==> src/rtl/ggc_pkg.sv <==
// Shared constants and controller/datapath interface types for the greedy graph colorer.
// Used by ggc_ctrl, ggc_dp and greedy_graph_coloring; depends on nothing else.
package ggc_pkg;

    localparam int MAX_VERTICES_DEF = 64;
    localparam int NBR_W            = 64;
    localparam int IDX_W            = 6;
    localparam int COLOR_W          = 7;
    localparam int GROUP_W          = 3;
    localparam int GROUP_SIZE       = 8;
    localparam int OUT_TDATA_W      = 24;

    typedef struct packed {
        logic load;
        logic scan;
        logic search;
        logic commit;
    } ggc_cmd_t;

    typedef struct packed {
        logic skip_scan;
        logic scan_last;
        logic found;
    } ggc_status_t;

endpackage

==> src/rtl/ggc_ctrl.sv <==
// Sequencer for the greedy graph colorer: handshakes and the scan/search/commit steps.
// Depends on ggc_pkg for the command and status types.
module ggc_ctrl (
    input  logic                 aclk,
    input  logic                 aresetn,
    input  logic                 s_tvalid,
    output logic                 s_tready,
    output logic                 m_tvalid,
    input  logic                 m_tready,
    input  ggc_pkg::ggc_status_t status,
    output ggc_pkg::ggc_cmd_t    cmd
);

    typedef enum logic [2:0] {
        ST_IDLE,
        ST_SCAN,
        ST_DRAIN,
        ST_SEARCH,
        ST_DONE
    } state_t;

    state_t state_reg;
    state_t state_next;
    logic   out_valid_reg;
    logic   out_valid_next;

    always_comb begin
        cmd.load   = (state_reg == ST_IDLE) && s_tvalid;
        cmd.scan   = (state_reg == ST_SCAN);
        cmd.search = (state_reg == ST_SEARCH);
        cmd.commit = (state_reg == ST_DONE) && (!out_valid_reg || m_tready);
    end

    always_comb begin
        state_next     = state_reg;
        out_valid_next = out_valid_reg;
        if (m_tready) begin
            out_valid_next = 1'b0;
        end
        unique case (state_reg)
            ST_IDLE: begin
                if (s_tvalid) begin
                    state_next = status.skip_scan ? ST_DONE : ST_SCAN;
                end
            end
            ST_SCAN: begin
                if (status.scan_last) begin
                    state_next = ST_DRAIN;
                end
            end
            ST_DRAIN: begin
                state_next = ST_SEARCH;
            end
            ST_SEARCH: begin
                if (status.found) begin
                    state_next = ST_DONE;
                end
            end
            ST_DONE: begin
                if (cmd.commit) begin
                    state_next     = ST_IDLE;
                    out_valid_next = 1'b1;
                end
            end
            default: begin
                state_next = ST_IDLE;
            end
        endcase
    end

    always_ff @(posedge aclk) begin
        if (!aresetn) begin
            state_reg     <= ST_IDLE;
            out_valid_reg <= 1'b0;
        end else begin
            state_reg     <= state_next;
            out_valid_reg <= out_valid_next;
        end
    end

    assign s_tready = (state_reg == ST_IDLE);
    assign m_tvalid = out_valid_reg;

endmodule

==> src/rtl/ggc_dp.sv <==
// Datapath of the greedy graph colorer: color store, taken-color scan, first-fit search.
// Depends on ggc_pkg; driven by commands from ggc_ctrl.
module ggc_dp #(
    parameter int MAX_VERTICES = ggc_pkg::MAX_VERTICES_DEF
) (
    input  logic                          aclk,
    input  logic                          aresetn,
    input  ggc_pkg::ggc_cmd_t             cmd,
    input  logic [ggc_pkg::NBR_W-1:0]     neighbors,
    input  logic                          last_vertex,
    output ggc_pkg::ggc_status_t          status,
    output logic [ggc_pkg::IDX_W-1:0]     vertex_index,
    output logic [ggc_pkg::COLOR_W-1:0]   vertex_color,
    output logic [ggc_pkg::COLOR_W-1:0]   colors_used,
    output logic                          overflow_error,
    output logic                          last_out
);

    localparam int AW = (MAX_VERTICES > 1) ? $clog2(MAX_VERTICES) : 1;
    localparam int CW = ggc_pkg::COLOR_W;

    logic [CW-1:0] color_mem [MAX_VERTICES];

    logic [CW-1:0]                 counter_reg, counter_next;
    logic [CW-1:0]                 max_color_reg, max_color_next;
    logic [ggc_pkg::NBR_W-1:0]     mask_reg;
    logic                          last_reg;
    logic [AW-1:0]                 scan_reg, scan_next;
    logic                          rd_v_reg, rd_v_next;
    logic [CW-1:0]                 rd_data_reg;
    logic [ggc_pkg::NBR_W-1:0]     taken_reg, taken_next;
    logic [ggc_pkg::GROUP_W-1:0]   group_reg, group_next;
    logic [CW-1:0]                 color_reg, color_next;

    logic [ggc_pkg::IDX_W-1:0]     vertex_index_reg;
    logic [CW-1:0]                 vertex_color_reg;
    logic [CW-1:0]                 colors_used_reg;
    logic                          overflow_error_reg;
    logic                          last_out_reg;

    logic                          overflow;
    logic [AW-1:0]                 idx;
    logic [ggc_pkg::IDX_W-1:0]     scan_bit;
    logic [ggc_pkg::IDX_W-1:0]     taken_bit;
    logic [ggc_pkg::GROUP_SIZE-1:0] grp_free;
    logic [ggc_pkg::GROUP_W-1:0]   grp_pos;
    logic [CW-1:0]                 search_color;
    logic [CW-1:0]                 new_max;

    assign overflow  = (counter_reg >= CW'(MAX_VERTICES));
    assign idx       = counter_reg[AW-1:0];
    assign scan_bit  = ggc_pkg::IDX_W'(scan_reg);
    assign taken_bit = ggc_pkg::IDX_W'(rd_data_reg - CW'(1));
    assign new_max   = (color_reg > max_color_reg) ? color_reg : max_color_reg;

    // Color 64 is always available, so the top bit of the last group counts as free.
    always_comb begin
        grp_free = ~taken_reg[{group_reg, 3'b000} +: ggc_pkg::GROUP_SIZE];
        if (group_reg == '1) begin
            grp_free[ggc_pkg::GROUP_SIZE-1] = 1'b1;
        end
        grp_pos = '0;
        for (int i = ggc_pkg::GROUP_SIZE - 1; i >= 0; i--) begin
            if (grp_free[i]) begin
                grp_pos = ggc_pkg::GROUP_W'(i);
            end
        end
    end

    assign search_color = CW'({group_reg, grp_pos}) + CW'(1);

    always_comb begin
        status.skip_scan = overflow || (counter_reg == '0);
        status.scan_last = ((CW'(scan_reg) + CW'(1)) == counter_reg);
        status.found     = |grp_free;
    end

    always_comb begin
        scan_next      = scan_reg;
        rd_v_next      = cmd.scan && mask_reg[scan_bit];
        taken_next     = taken_reg;
        group_next     = group_reg;
        color_next     = color_reg;
        counter_next   = counter_reg;
        max_color_next = max_color_reg;

        if (rd_v_reg && (rd_data_reg != '0) && (rd_data_reg <= CW'(ggc_pkg::NBR_W))) begin
            taken_next[taken_bit] = 1'b1;
        end
        if (cmd.load) begin
            scan_next  = '0;
            taken_next = '0;
            group_next = '0;
            color_next = overflow ? CW'(0) : CW'(1);
        end
        if (cmd.scan) begin
            scan_next = scan_reg + AW'(1);
        end
        if (cmd.search) begin
            if (status.found) begin
                color_next = search_color;
            end else begin
                group_next = group_reg + ggc_pkg::GROUP_W'(1);
            end
        end
        if (cmd.commit) begin
            if (!overflow) begin
                counter_next   = counter_reg + CW'(1);
                max_color_next = new_max;
            end
            if (last_reg) begin
                counter_next   = '0;
                max_color_next = '0;
            end
        end
    end

    always_ff @(posedge aclk) begin
        if (!aresetn) begin
            counter_reg   <= '0;
            max_color_reg <= '0;
            rd_v_reg      <= 1'b0;
        end else begin
            counter_reg   <= counter_next;
            max_color_reg <= max_color_next;
            rd_v_reg      <= rd_v_next;
        end
    end

    always_ff @(posedge aclk) begin
        scan_reg  <= scan_next;
        taken_reg <= taken_next;
        group_reg <= group_next;
        color_reg <= color_next;
        if (cmd.load) begin
            mask_reg <= neighbors;
            last_reg <= last_vertex;
        end
        if (cmd.commit) begin
            vertex_index_reg   <= overflow ? '0 : ggc_pkg::IDX_W'(idx);
            vertex_color_reg   <= color_reg;
            colors_used_reg    <= overflow ? max_color_reg : new_max;
            overflow_error_reg <= overflow;
            last_out_reg       <= last_reg;
        end
    end

    always_ff @(posedge aclk) begin
        if (cmd.scan) begin
            rd_data_reg <= color_mem[scan_reg];
        end
        if (cmd.commit && !overflow) begin
            color_mem[idx] <= color_reg;
        end
    end

    assign vertex_index   = vertex_index_reg;
    assign vertex_color   = vertex_color_reg;
    assign colors_used    = colors_used_reg;
    assign overflow_error = overflow_error_reg;
    assign last_out       = last_out_reg;

`ifndef NO_ASSERTIONS
    a_counter_bound: assert property (@(posedge aclk) disable iff (!aresetn)
        counter_reg <= CW'(MAX_VERTICES))
        else $error("vertex counter ran past capacity");

    a_max_le_count: assert property (@(posedge aclk) disable iff (!aresetn)
        max_color_reg <= counter_reg)
        else $error("more colors in use than vertices colored");

    a_first_fit: assert property (@(posedge aclk) disable iff (!aresetn)
        (cmd.commit && !overflow) |-> ((color_reg != '0) &&
                                       (color_reg <= max_color_reg + CW'(1))))
        else $error("committed color skips an unused color");

    a_no_read_in_search: assert property (@(posedge aclk) disable iff (!aresetn)
        cmd.search |-> !rd_v_reg)
        else $error("store read still in flight during color search");
`endif

endmodule

==> src/rtl/greedy_graph_coloring.sv <==
// First-fit greedy graph colorer: top level joining the sequencer and the datapath.
// Usage:
// The s_ channel takes one adjacency row per vertex, in vertex order: s_tdata is the
// 64-bit neighbor mask and s_tlast marks the final vertex of a graph. The m_ channel
// returns one result per row: vertex index, color (1-based) and running color count in
// m_tdata, the capacity overflow flag in m_tuser and the end-of-graph mark in m_tlast.
// A row for vertex k (k >= 1) walks the stored colors of vertices 0..k-1, one store read
// per cycle, then searches the taken-color set eight colors per cycle. The time between
// accepts grows with k; vertex 0 and rows past capacity skip the walk and the search.
// The result is registered in an output register when the row's work ends. The walk over
// the color store, one read per earlier vertex, sets the rate.
// The output register lets a new row be accepted while the last result waits;
// when m_tready stays low, the next row finishes and then waits until the output frees.
// Reset clears the vertex counter and the color count; the color store needs no
// clearing because only entries written in the current graph are read.
// A row with s_tlast set resets the graph state after its result is produced.
module greedy_graph_coloring #(
    parameter int MAX_VERTICES = ggc_pkg::MAX_VERTICES_DEF
) (
    input  logic                                aclk,
    input  logic                                aresetn,
    input  logic                                s_tvalid,
    output logic                                s_tready,
    input  logic [ggc_pkg::NBR_W-1:0]           s_tdata,  // neighbors[63:0]
    input  logic                                s_tlast,
    output logic                                m_tvalid,
    input  logic                                m_tready,
    // vertex_index[5:0], vertex_color[12:6], colors_used[19:13], zero fill[23:20]
    output logic [ggc_pkg::OUT_TDATA_W-1:0]     m_tdata,
    output logic                                m_tuser,  // overflow_error
    output logic                                m_tlast
);

    ggc_pkg::ggc_cmd_t                cmd;
    ggc_pkg::ggc_status_t             status;
    logic [ggc_pkg::IDX_W-1:0]        vertex_index;
    logic [ggc_pkg::COLOR_W-1:0]      vertex_color;
    logic [ggc_pkg::COLOR_W-1:0]      colors_used;

    ggc_ctrl u_ctrl (
        .aclk     (aclk),
        .aresetn  (aresetn),
        .s_tvalid (s_tvalid),
        .s_tready (s_tready),
        .m_tvalid (m_tvalid),
        .m_tready (m_tready),
        .status   (status),
        .cmd      (cmd)
    );

    ggc_dp #(
        .MAX_VERTICES (MAX_VERTICES)
    ) u_dp (
        .aclk           (aclk),
        .aresetn        (aresetn),
        .cmd            (cmd),
        .neighbors      (s_tdata),
        .last_vertex    (s_tlast),
        .status         (status),
        .vertex_index   (vertex_index),
        .vertex_color   (vertex_color),
        .colors_used    (colors_used),
        .overflow_error (m_tuser),
        .last_out       (m_tlast)
    );

    assign m_tdata = {4'b0000, colors_used, vertex_color, vertex_index};

endmodule
==> config.mk <==
export PLATFORM = sky130hd
export DESIGN_NAME = greedy_graph_coloring
export DESIGN_NICKNAME = d
export VERILOG_FILES = /design/src/rtl/ggc_pkg.sv /design/src/rtl/ggc_ctrl.sv /design/src/rtl/ggc_dp.sv /design/src/rtl/greedy_graph_coloring.sv
export SDC_FILE = /design/constraint.sdc
export NUM_CORES = 1
export LEC_CHECK = 0
export BUFFER_PORTS_ARGS = -buffer_cell sky130_fd_sc_hd__buf_2
export CAP_MARGIN = 20
export CORE_MARGIN = 3
export CORE_UTILIZATION = 60
export CTS_BUF_LIST = sky130_fd_sc_hd__clkbuf_2
export DETAILED_ROUTE_END_ITERATION = 10
export PLACE_DENSITY = 0.83
export SLEW_MARGIN = 20
export SYNTH_ARGS = -nofsm -noshare
export SYNTH_HDL_FRONTEND = slang
export SYNTH_SLANG_ARGS = --single-unit
==> constraint.sdc <==
create_clock -name aclk -period 4.7 [get_ports aclk]
set_input_delay 0.235 -clock aclk [delete_from_list [all_inputs] [get_ports aclk]]
set_output_delay 0.235 -clock aclk [all_outputs]
set_load 0.02 [all_outputs]
Word level (Yosys, flattened, before mapping)
Memory sizes are Yosys's and may differ from the RTL's. A register that Yosys moved wholly into a read port is not among the register bits. Cells that the tools add are included.

Output and inout bits: 28. Input bits: 69. RAM bits: 448. Logic and storage cells: 99. Memories kept: 1. Register bits after elaboration: 186.

Magnitude comparators: 6. Add/sub/neg operators: 6. Equal/unequal tests: 11. Bitwise gates (word level): 2. Reduce and logical (&&, ||, !) cells: 18. Mux-type cells: 38. Shifts and indexed selects: 1.

Memory list: u_dp.color_mem (depth 64, bits a word 7, rd ports 1, clocked after Yosys merged registers in 1, wr ports 1, RTL line ggc_dp.sv:22) `logic [CW-1:0] color_mem [MAX_VERTICES];`.

Operators by type and width (count): $or A64 B64 Y64 (1); $shiftx A64 B7 Y8 (1); $mux W7 (8); $mux W3 (16); $pmux W3 S5 (1); $add A6 B1 Y7 const B (2); $lt A6 B7 Y1 const B (2); $mux W6 (2); $mux W1 (9); $not A8 Y8 (1); $reduce_or A8 Y1 (1); $add A7 B1 Y7 const B (1); $eq A7 B7 Y1 (1); $ge A7 B7 Y1 const B (1); $gt A7 B7 Y1 (1); $le A7 B7 Y1 const B (1); $logic_and A1 B1 Y1 (7); $logic_not A7 Y1 (1); $reduce_bool A7 Y1 (1); $add A6 B1 Y6 const B (1); $bmux W1 S6 (1); $demux W1 S6 (1); $eq A3 B2 Y1 const B (2); $eq A3 B3 Y1 const B (2); 12 further kinds (17).

Logic depth before layout (Yosys ltp)
Gate-level depths: netlist of the first run.

Word-level depth: 14. Depth in mapped cells: 14. Mapped depth without buffers: 13.

Cells and area by module
From an unflattened synthesis of the first run, not the netlist that was laid out.

Cells, all modules: 1406. Area total of the unflattened synthesis: 25619.6 um^2.

Modules (own cells, without submodules): ggc_dp (cells each 1370, times used 1, sequential area each 18237.5 um^2, area an instance 25329.3 um^2); ggc_ctrl (cells each 31, times used 1, sequential area each 80.1 um^2, area an instance 256.5 um^2); greedy_graph_coloring (cells each 5, times used 1, sequential area each 0.0 um^2, area an instance 33.8 um^2).

Worst setup path before layout of the first run
No wires, ideal clock.

Kind: reg2reg. Start point: reg u_ctrl.state_reg[2]. End point: reg u_dp.last_reg (enable). Arrival time: 3.335 ns. Period minus slack after synthesis: 3.790 ns. Setup slack: 0.910 ns. Setup time: 0.455 ns. Data required time: 4.245 ns. Path buffers: 2. Stages on the path, launching flop included: 6. Cell sequence: dfxtp_1 > clkbuf_1 > nor3_1 > nand2_1 > inv_1 > clkbuf_1.

RTL lines: start: declaration (RTL line ggc_ctrl.sv:22) `state_t state_reg;`; start signal: assignment (RTL line ggc_ctrl.sv:76) `state_reg <= state_next;`; end signal: assignment (RTL line ggc_dp.sv:137) `last_reg <= last_vertex;`; end: declaration (RTL line ggc_dp.sv:27) `logic last_reg;`.

Worst setup path after layout of the first run
Start point: reg u_dp.group_reg[0] in the netlist's numbering. End point: reg u_dp.color_reg[6].

Cells in the longest elaborated chain, start to end: 14. Elaborated cells between the ends (all ways): 16. Those cells by class: 1 x add/sub; 1 x eq/ne; 1 x shift; 11 x mux; 1 x bitwise; 1 x reduce/logical.

RTL lines: start: declaration (RTL line ggc_dp.sv:32) `logic [ggc_pkg::GROUP_W-1:0] group_reg, group_next;`; start signal: assignment (RTL line ggc_dp.sv:133) `group_reg <= group_next;`; $shiftx A64 B7 Y8 (RTL line ggc_dp.sv:58) `grp_free = ~taken_reg[{group_reg, 3'b000} +: ggc_pkg::GROUP_SIZE];`; $not A8 Y8 (RTL line ggc_dp.sv:58); $mux W1 (RTL line ggc_dp.sv:59) `if (group_reg == '1) begin`; $mux W3 (8 in a row) (RTL line ggc_dp.sv:64) `if (grp_free[i]) begin`; $add A6 B1 Y7 (RTL line ggc_dp.sv:70) `assign search_color = CW'({group_reg, grp_pos}) + CW'(1);`; $mux W7 (*) (RTL line ggc_dp.sv:100) `if (status.found) begin`; $mux W7 (*) (RTL line ggc_dp.sv:99) `if (cmd.search) begin`; named net u_dp.color_next[6] (RTL line ggc_dp.sv:33) `logic [CW-1:0] color_reg, color_next;`; end signal: assignment (RTL line ggc_dp.sv:134) `color_reg <= color_next;`; end: declaration (RTL line ggc_dp.sv:33).

Mark *: on every way through the listed nets, which the timed path passes. The rest lies on a longest branch. A chain may end at the register's enable or synchronous reset.

==> results of run 1 <==
## cell families after synthesis
family | share of synthesized area (%)
fa+ha+maj | 0.6711
flops | 70.17
simple gates | 5.953
xor+xnor | 0.5368
mux | 13.82
buf+inv | 2.464
other cells | 0.01437
compound gates | 6.370
## worst register-to-register path: stages, from the launching register on
cell and delay, ns:
dfxtp_1 0.93, clkinv_1 0.52, mux2i_1 0.28, a31oi_1 0.06
o2bb2a_1 0.36, o21ai_0 0.20, a32o_1 0.23, ha_1 0.20
nand2_1 0.06, a211oi_1 0.37, nand3_1 0.14, mux2i_1 0.18
## synth_stat cells, types with 14 or more instances
| master | n | area, µm² |
|---|---|---|
| o21ai_0 | 33 | 165.2 |
| inv_1 | 25 | 93.84 |
| clkbuf_1 | 54 | 202.7 |
| mux2i_1 | 120 | 1201 |
| o22ai_1 | 21 | 131.4 |
| buf_4 | 20 | 150.1 |
| nand2_1 | 64 | 240.2 |
| o221ai_1 | 55 | 481.7 |
| nor2_1 | 177 | 664.4 |
| dfxtp_1 | 93 | 1862 |
| a21oi_1 | 82 | 410.4 |
| nand3_1 | 28 | 140.1 |
| edfxtp_1 | 548 | 16460 |
| mux4_2 | 98 | 2207 |
| ha_1 | 14 | 175.2 |
| nor3_1 | 14 | 70.07 |
| nor2b_1 | 15 | 93.84 |
## power by group through the flow
stage | registers (mW) | logic (mW) | clock network [mW]
2_1_floorplan | 6.87 | 2.71 | 0
3_3_place_gp | 6.85 | 3.62 | 0
3_5_place_dp | 6.87 | 3.70 | 0
4_1_cts | 6.74 | 3.81 | 3.66
5_1_grt | 6.79 | 4.14 | 4.03
6_report | 6.77 | 3.89 | 3.65
## worst max-delay path by stage
stage	startpoint	cells past startpoint	slack [ns]	to
detailed placement	u_dp.group_reg[0]$_DFF_P_	11	1.12	u_dp.color_reg[6]$_DFF_P_
finish	u_dp.group_reg[0]$_DFF_P_	11	1.02	u_dp.color_reg[6]$_DFF_P_
CTS	u_dp.group_reg[0]$_DFF_P_	11	1.05	u_dp.color_reg[6]$_DFF_P_
floorplan	u_ctrl.state_reg[2]$_SDFFE_PN0P_	5	0.91	u_dp.last_reg$_DFFE_PP_
global route	u_dp.group_reg[0]$_DFF_P_	11	0.72	u_dp.color_reg[6]$_DFF_P_
global placement	u_dp.group_reg[0]$_DFF_P_	11	1.22	u_dp.color_reg[4]$_DFF_P_
## cell type report
type / instances / area (µm²)
sequential: 641 / 18330
fill: 2593 / 12650
multi-input combinational: 855 / 7162
timing repair buffer: 256 / 2079
clock buffer: 207 / 1036
tap: 577 / 721.9
clock inverter: 49 / 337.8
inverter: 26 / 100.1
antenna: 2 / 5.005
## through the flow
step | cell area (µm²) | hold slack [ns] | instances
global placement | 26980 | 0.4130 | 2215
floorplan | 26120 | 0.3339 | 1623
finish | 29770 | 0.1683 | 2613
CTS | 29760 | 0.05240 | 2611
global route | 29770 | 0.1246 | 2612
detailed placement | 26980 | 0.4131 | 2215
## routing by layer
layer | part of all wire, % | track usage [%]
met1 | 37 | 34.91
met2 | 50 | 44.93
met3 | 8.4 | 6.575
met4 | 4.3 | 12.53
met5 | 0 | 0
==> results.md, run 1 <==
* Status: finished clean
* Hold Path End: u_dp.mask_reg[38]$_DFFE_PP_
* Die area at 46040 µm²
* DPL Wire Length at 34640 µm
* Final period utilization at 78.24%
* GRT overflow at 0
* ANT nets after route at 0
* Mapped Area at 26100 µm²
* Clock Path Buffers at 3
* # rows at 75
* Cts bufs inserted at 153
* # DRC at 0
* Final setup fails at 0
* EDFF count, synth at 548
* Clock Power Share at 25.5%
* R2R setup slack at 1.02 ns
* Final wirelength at 61810 µm
* FF-to-FF path depth at 11
* Final Skew at 0.09398 ns
* Core Area at 42420 µm²
* Critical path cell sequence: clkinv_1 > mux2i_1 > a31oi_1 > o2bb2a_1 > o21ai_0 > a32o_1 > ha_1 > nand2_1 > a211oi_1 > nand3_1 > mux2i_1
* Initial antenna violation count at 1
* Share of post-route cells with drive strength above 1 at 23.25%
* Min-Delay Path Class: in -> reg
* P_sw at 4.816 mW
* First-pass GRT wire length at 96040 µm
* Final net count at 2016
* Crit path capture type: flip-flop
* Flop pwr share at 47.3%
* Slowest cell on crit path: dfxtp_1
* Max rail drop VDD at 0.0006012 V
* IO Pins at 97
* Largest net degree at the start of global routing at 109
* Ys flop type: edfxtp_1
* Comb power frac at 27.2%
* Synth unique cells at 68
* Critical Path Most Common Cell: mux2i_1
* WL per Instance at 23.65 µm
* # H-tree levels at 4
* DRT Pass-1 Iters at 6
* Critical path class: reg -> reg
* Max cap viols at 0
* Worst-path maximum fanout at 21
* Static leakage at 10.48 nW
* PostCTS Resize Cnt at 0
* Die Y at 214.6 µm
* RSZ-0062 raised after global routing: no
* Clock latency on the worst-skew pair at 1.34 ns
* Max reg flops at 448
* Root Buffer: clkbuf_2
* Max Freq at 271.9 MHz
* Final hold vios at 0
* Initial Util at 61.54%
* Area grow syn2layout at 14.04%
* Port buffer count at 92
* Synth Instances at 1620
* Most frequent cells in the layout: edfxtp_1, clkbuf_2, nor2_1
* Routability congestion estimate at 0.8651
* GRT Total Usage at 27.33%
* 1st-iter DRT viols at 2098
* Power per cell area at 480.6 nW/µm²
* Die width at 214.6 µm
* Vias in the first global route at 16.70k
* Final min period at 3.677 ns
* Largest delay contributor family on the critical path: compound AO/OA/AOI/OAI gates
* Sw Ratio at 33.66%
* Reg-to-Reg Start: u_dp.group_reg[0]$_DFF_P_
* Worst Path Buf+Inv at 1
* Internal at 9.491 mW
* Worst-Margin Slew at 1.089 ns
* Clk sinks at 641
* Fin Setup TNS at 0 ns
* Clock slew at reported path FFs at 0.16 ns
* Critical path arrival at 4.85 ns
* Reg2reg end: u_dp.color_reg[6]$_DFF_P_
* Worst hold start: s_tdata[38]
* Place WS at 1.116 ns
* Slew headroom at 27.40%
* Routed via count at 16.29k
* Most common cell after layout, fill and taps aside: edfxtp_1
* Startpoint types: flip-flop
* Yosys reg bits at 641
* # Post-CTS Setup Buffers at 0
* Total power at 14.31 mW
* Register area share after synthesis at 70.17%
* Via/cell ratio at 6.235
* Max incr delay on CP at 0.93 ns
* Fin util at 70.18%
* # hold bufs at CTS at 140
* Total number of yosys warnings at 0
* CP required at 5.87 ns
* Final WS setup at 1.023 ns
* FFs w/ async S/R, synth at 0%
* Final Slew Violations at 0
* CTS tree: built
* Syn Area/Cell at 16.11 µm²
* Hold depth at 3
No activity file was read; power rests on OpenSTA's default activity.
==> inputs of run 2 (changes only) <==
clock period = 3.42 ns   (was 4.7 ns; I/O delays follow)
==> run 2 against run 1 <==
  * The run now ends with design-rule violations left
  * Clock skew up 0.0097 ns
  * Core utilization up 1.6 points
  * Via count up 4.4%
  * Sequential share of layout area down 1.3 points
  * Setup slack worse by 0.82 ns
  * Clock-buffer cell count up 2
  * Clock power up 35%
  * Power up 39%
  * Die area unchanged
==> results.md, run 2 (synthesis gave the netlist of run 1 again) <==
* Clk sinks at 641
* Hold Path End: u_dp.mask_reg[13]$_DFFE_PP_
* FF-to-FF path depth at 11
* Die width at 214.6 µm
* Min-Delay Path Class: in -> reg
* Routability congestion estimate at 0.8761
* Critical path class: reg -> reg
* Root Buffer: clkbuf_2
* Static leakage at 10.79 nW
* Worst hold start: s_tdata[13]
* Failing checks: design-rule violations
* GRT Total Usage at 29.27%
* R2R setup slack at 0.20 ns
* Slew headroom at 34.07%
* Hold depth at 3
* Final min period at 3.219 ns
* # DRC at 3
* Max rail drop VDD at 0.0004994 V
* Vias in the first global route at 17.35k
* Port buffer count at 92
* Status: finished with violations
* Final period utilization at 94.13%
* CTS tree: built
* Die Y at 214.6 µm
* Clock latency on the worst-skew pair at 1.37 ns
* Most common cell after layout, fill and taps aside: edfxtp_1
* IO Pins at 97
* Worst-Margin Slew at 0.9890 ns
* WL per Instance at 24.60 µm
* Final wirelength at 66260 µm
* Reg-to-Reg Start: u_dp.group_reg[2]$_DFF_P_
* First-pass GRT wire length at 102300 µm
* Initial Util at 61.54%
* Die area at 46040 µm²
* Clock slew at reported path FFs at 0.17 ns
* Final setup fails at 0
* Share of post-route cells with drive strength above 1 at 24.36%
* Final Skew at 0.1036 ns
* Routed via count at 17.01k
* Largest net degree at the start of global routing at 72
* # H-tree levels at 4
* Via/cell ratio at 6.313
* Reg2reg end: u_dp.color_reg[4]$_DFF_P_
* Startpoint types: flip-flop
* Most frequent cells in the layout: edfxtp_1, clkbuf_2, nor2_1
* Fillers at 2577
* Max cap viols at 0
* DPL Wire Length at 36200 µm
* Cts bufs inserted at 155
* Final Slew Violations at 0
* Power per cell area at 652.3 nW/µm²
* Clock Path Buffers at 3
* Max Freq at 310.6 MHz
* Hold WS at 0.09986 ns
* 1st-iter DRT viols at 2182
* Final hold vios at 0
* Core Area at 42420 µm²
* Fin Setup TNS at 0 ns
* # rows at 75
* Worst-path maximum fanout at 11
* CP required at 4.57 ns
* Final net count at 2096
* GRT overflow at 0
* Crit path capture type: flip-flop
* Critical path arrival at 4.37 ns
* ANT nets after route at 0
* DRT Pass-1 Iters at 11
* Area grow syn2layout at 16.58%
* Max reg flops at 448
* Initial antenna violation count at 2
* RSZ-0062 raised after global routing: no
[run 2: worst max path at each step]
stage / from / depth (start not counted) / to
detailed placement: u_dp.group_reg[2]$_DFF_P_ / 11 / u_dp.color_reg[4]$_DFF_P_
floorplan: u_dp.color_reg[0]$_DFF_P_ / 9 / u_dp.max_color_reg[1]$_SDFFE_PN0P_
global placement: u_dp.group_reg[2]$_DFF_P_ / 11 / u_dp.color_reg[4]$_DFF_P_
finish: u_dp.group_reg[2]$_DFF_P_ / 11 / u_dp.color_reg[4]$_DFF_P_
CTS: u_dp.scan_bit[1]$_SDFFCE_PN0P_ / 10 / u_ctrl.state_reg[2]$_SDFFE_PN0P_
global route: u_dp.scan_bit[1]$_SDFFCE_PN0P_ / 10 / u_ctrl.state_reg[2]$_SDFFE_PN0P_
[run 2: per-layer routing]
metal  vias up  GRT usage, %  part of all wire, %
met5         -             0                    0
met4         0         13.86                  4.3
met3       226         7.553                  9.3
met2      1185         48.02                   50
met1      8345         36.89                   36
li1       7251             -                    -
[run 2: repair_timing]
item | CTS | global route
hold buffers | 175 | 0
resized for setup | 0 | 3
setup endpoints to repair | 0 | 3
setup buffers | 0 | 0
endpoints found under the hold margin | 171 | 0
[run 2: worst max-delay path: stages, from the launching register on]
cell and delay [ns]:
dfxtp_2 0.51, mux4_2 0.58, mux2i_1 0.27, a31oi_1 0.07
o2bb2a_1 0.36, o21ai_0 0.18, a32o_1 0.21, ha_1 0.19
nand2_1 0.07, a211oi_1 0.35, xnor2_1 0.18, mux2i_1 0.09
[run 2: cell type report]
type / instances / area [µm²] / area share, %
sequential: 641 / 18330 / 60.23
multi-input combinational: 855 / 7172 / 23.57
clock buffer: 209 / 1046 / 3.437
clock inverter: 49 / 279.0 / 0.9168
antenna: 3 / 7.507 / 0.02467
timing repair buffer: 334 / 2778 / 9.127
inverter: 26 / 100.1 / 0.3289
tap: 577 / 721.9 / 2.372
[run 2: stage by stage]
step	total power [mW]	setup slack (ns)	util [%]	cells	cell area, µm²
2_1_floorplan	13.16	0.5329	-	1623	26120
3_3_place_gp	14.55	0.3086	64.45	2258	27340
3_5_place_dp	14.72	0.2170	64.45	2258	27340
4_1_cts	19.60	0.1769	71.71	2691	30420
5_1_grt	20.72	0.04886	71.75	2694	30430
6_report	19.85	0.2007	71.75	2694	30430
[run 2: power by group]
| part | switching (mW) | internal [mW] | total, mW |
|---|---|---|---|
| Combinational | 3.48 | 2.17 | 5.65 |
| Clock | 3.11 | 1.81 | 4.92 |
| Sequential | 0.268 | 9.01 | 9.28 |
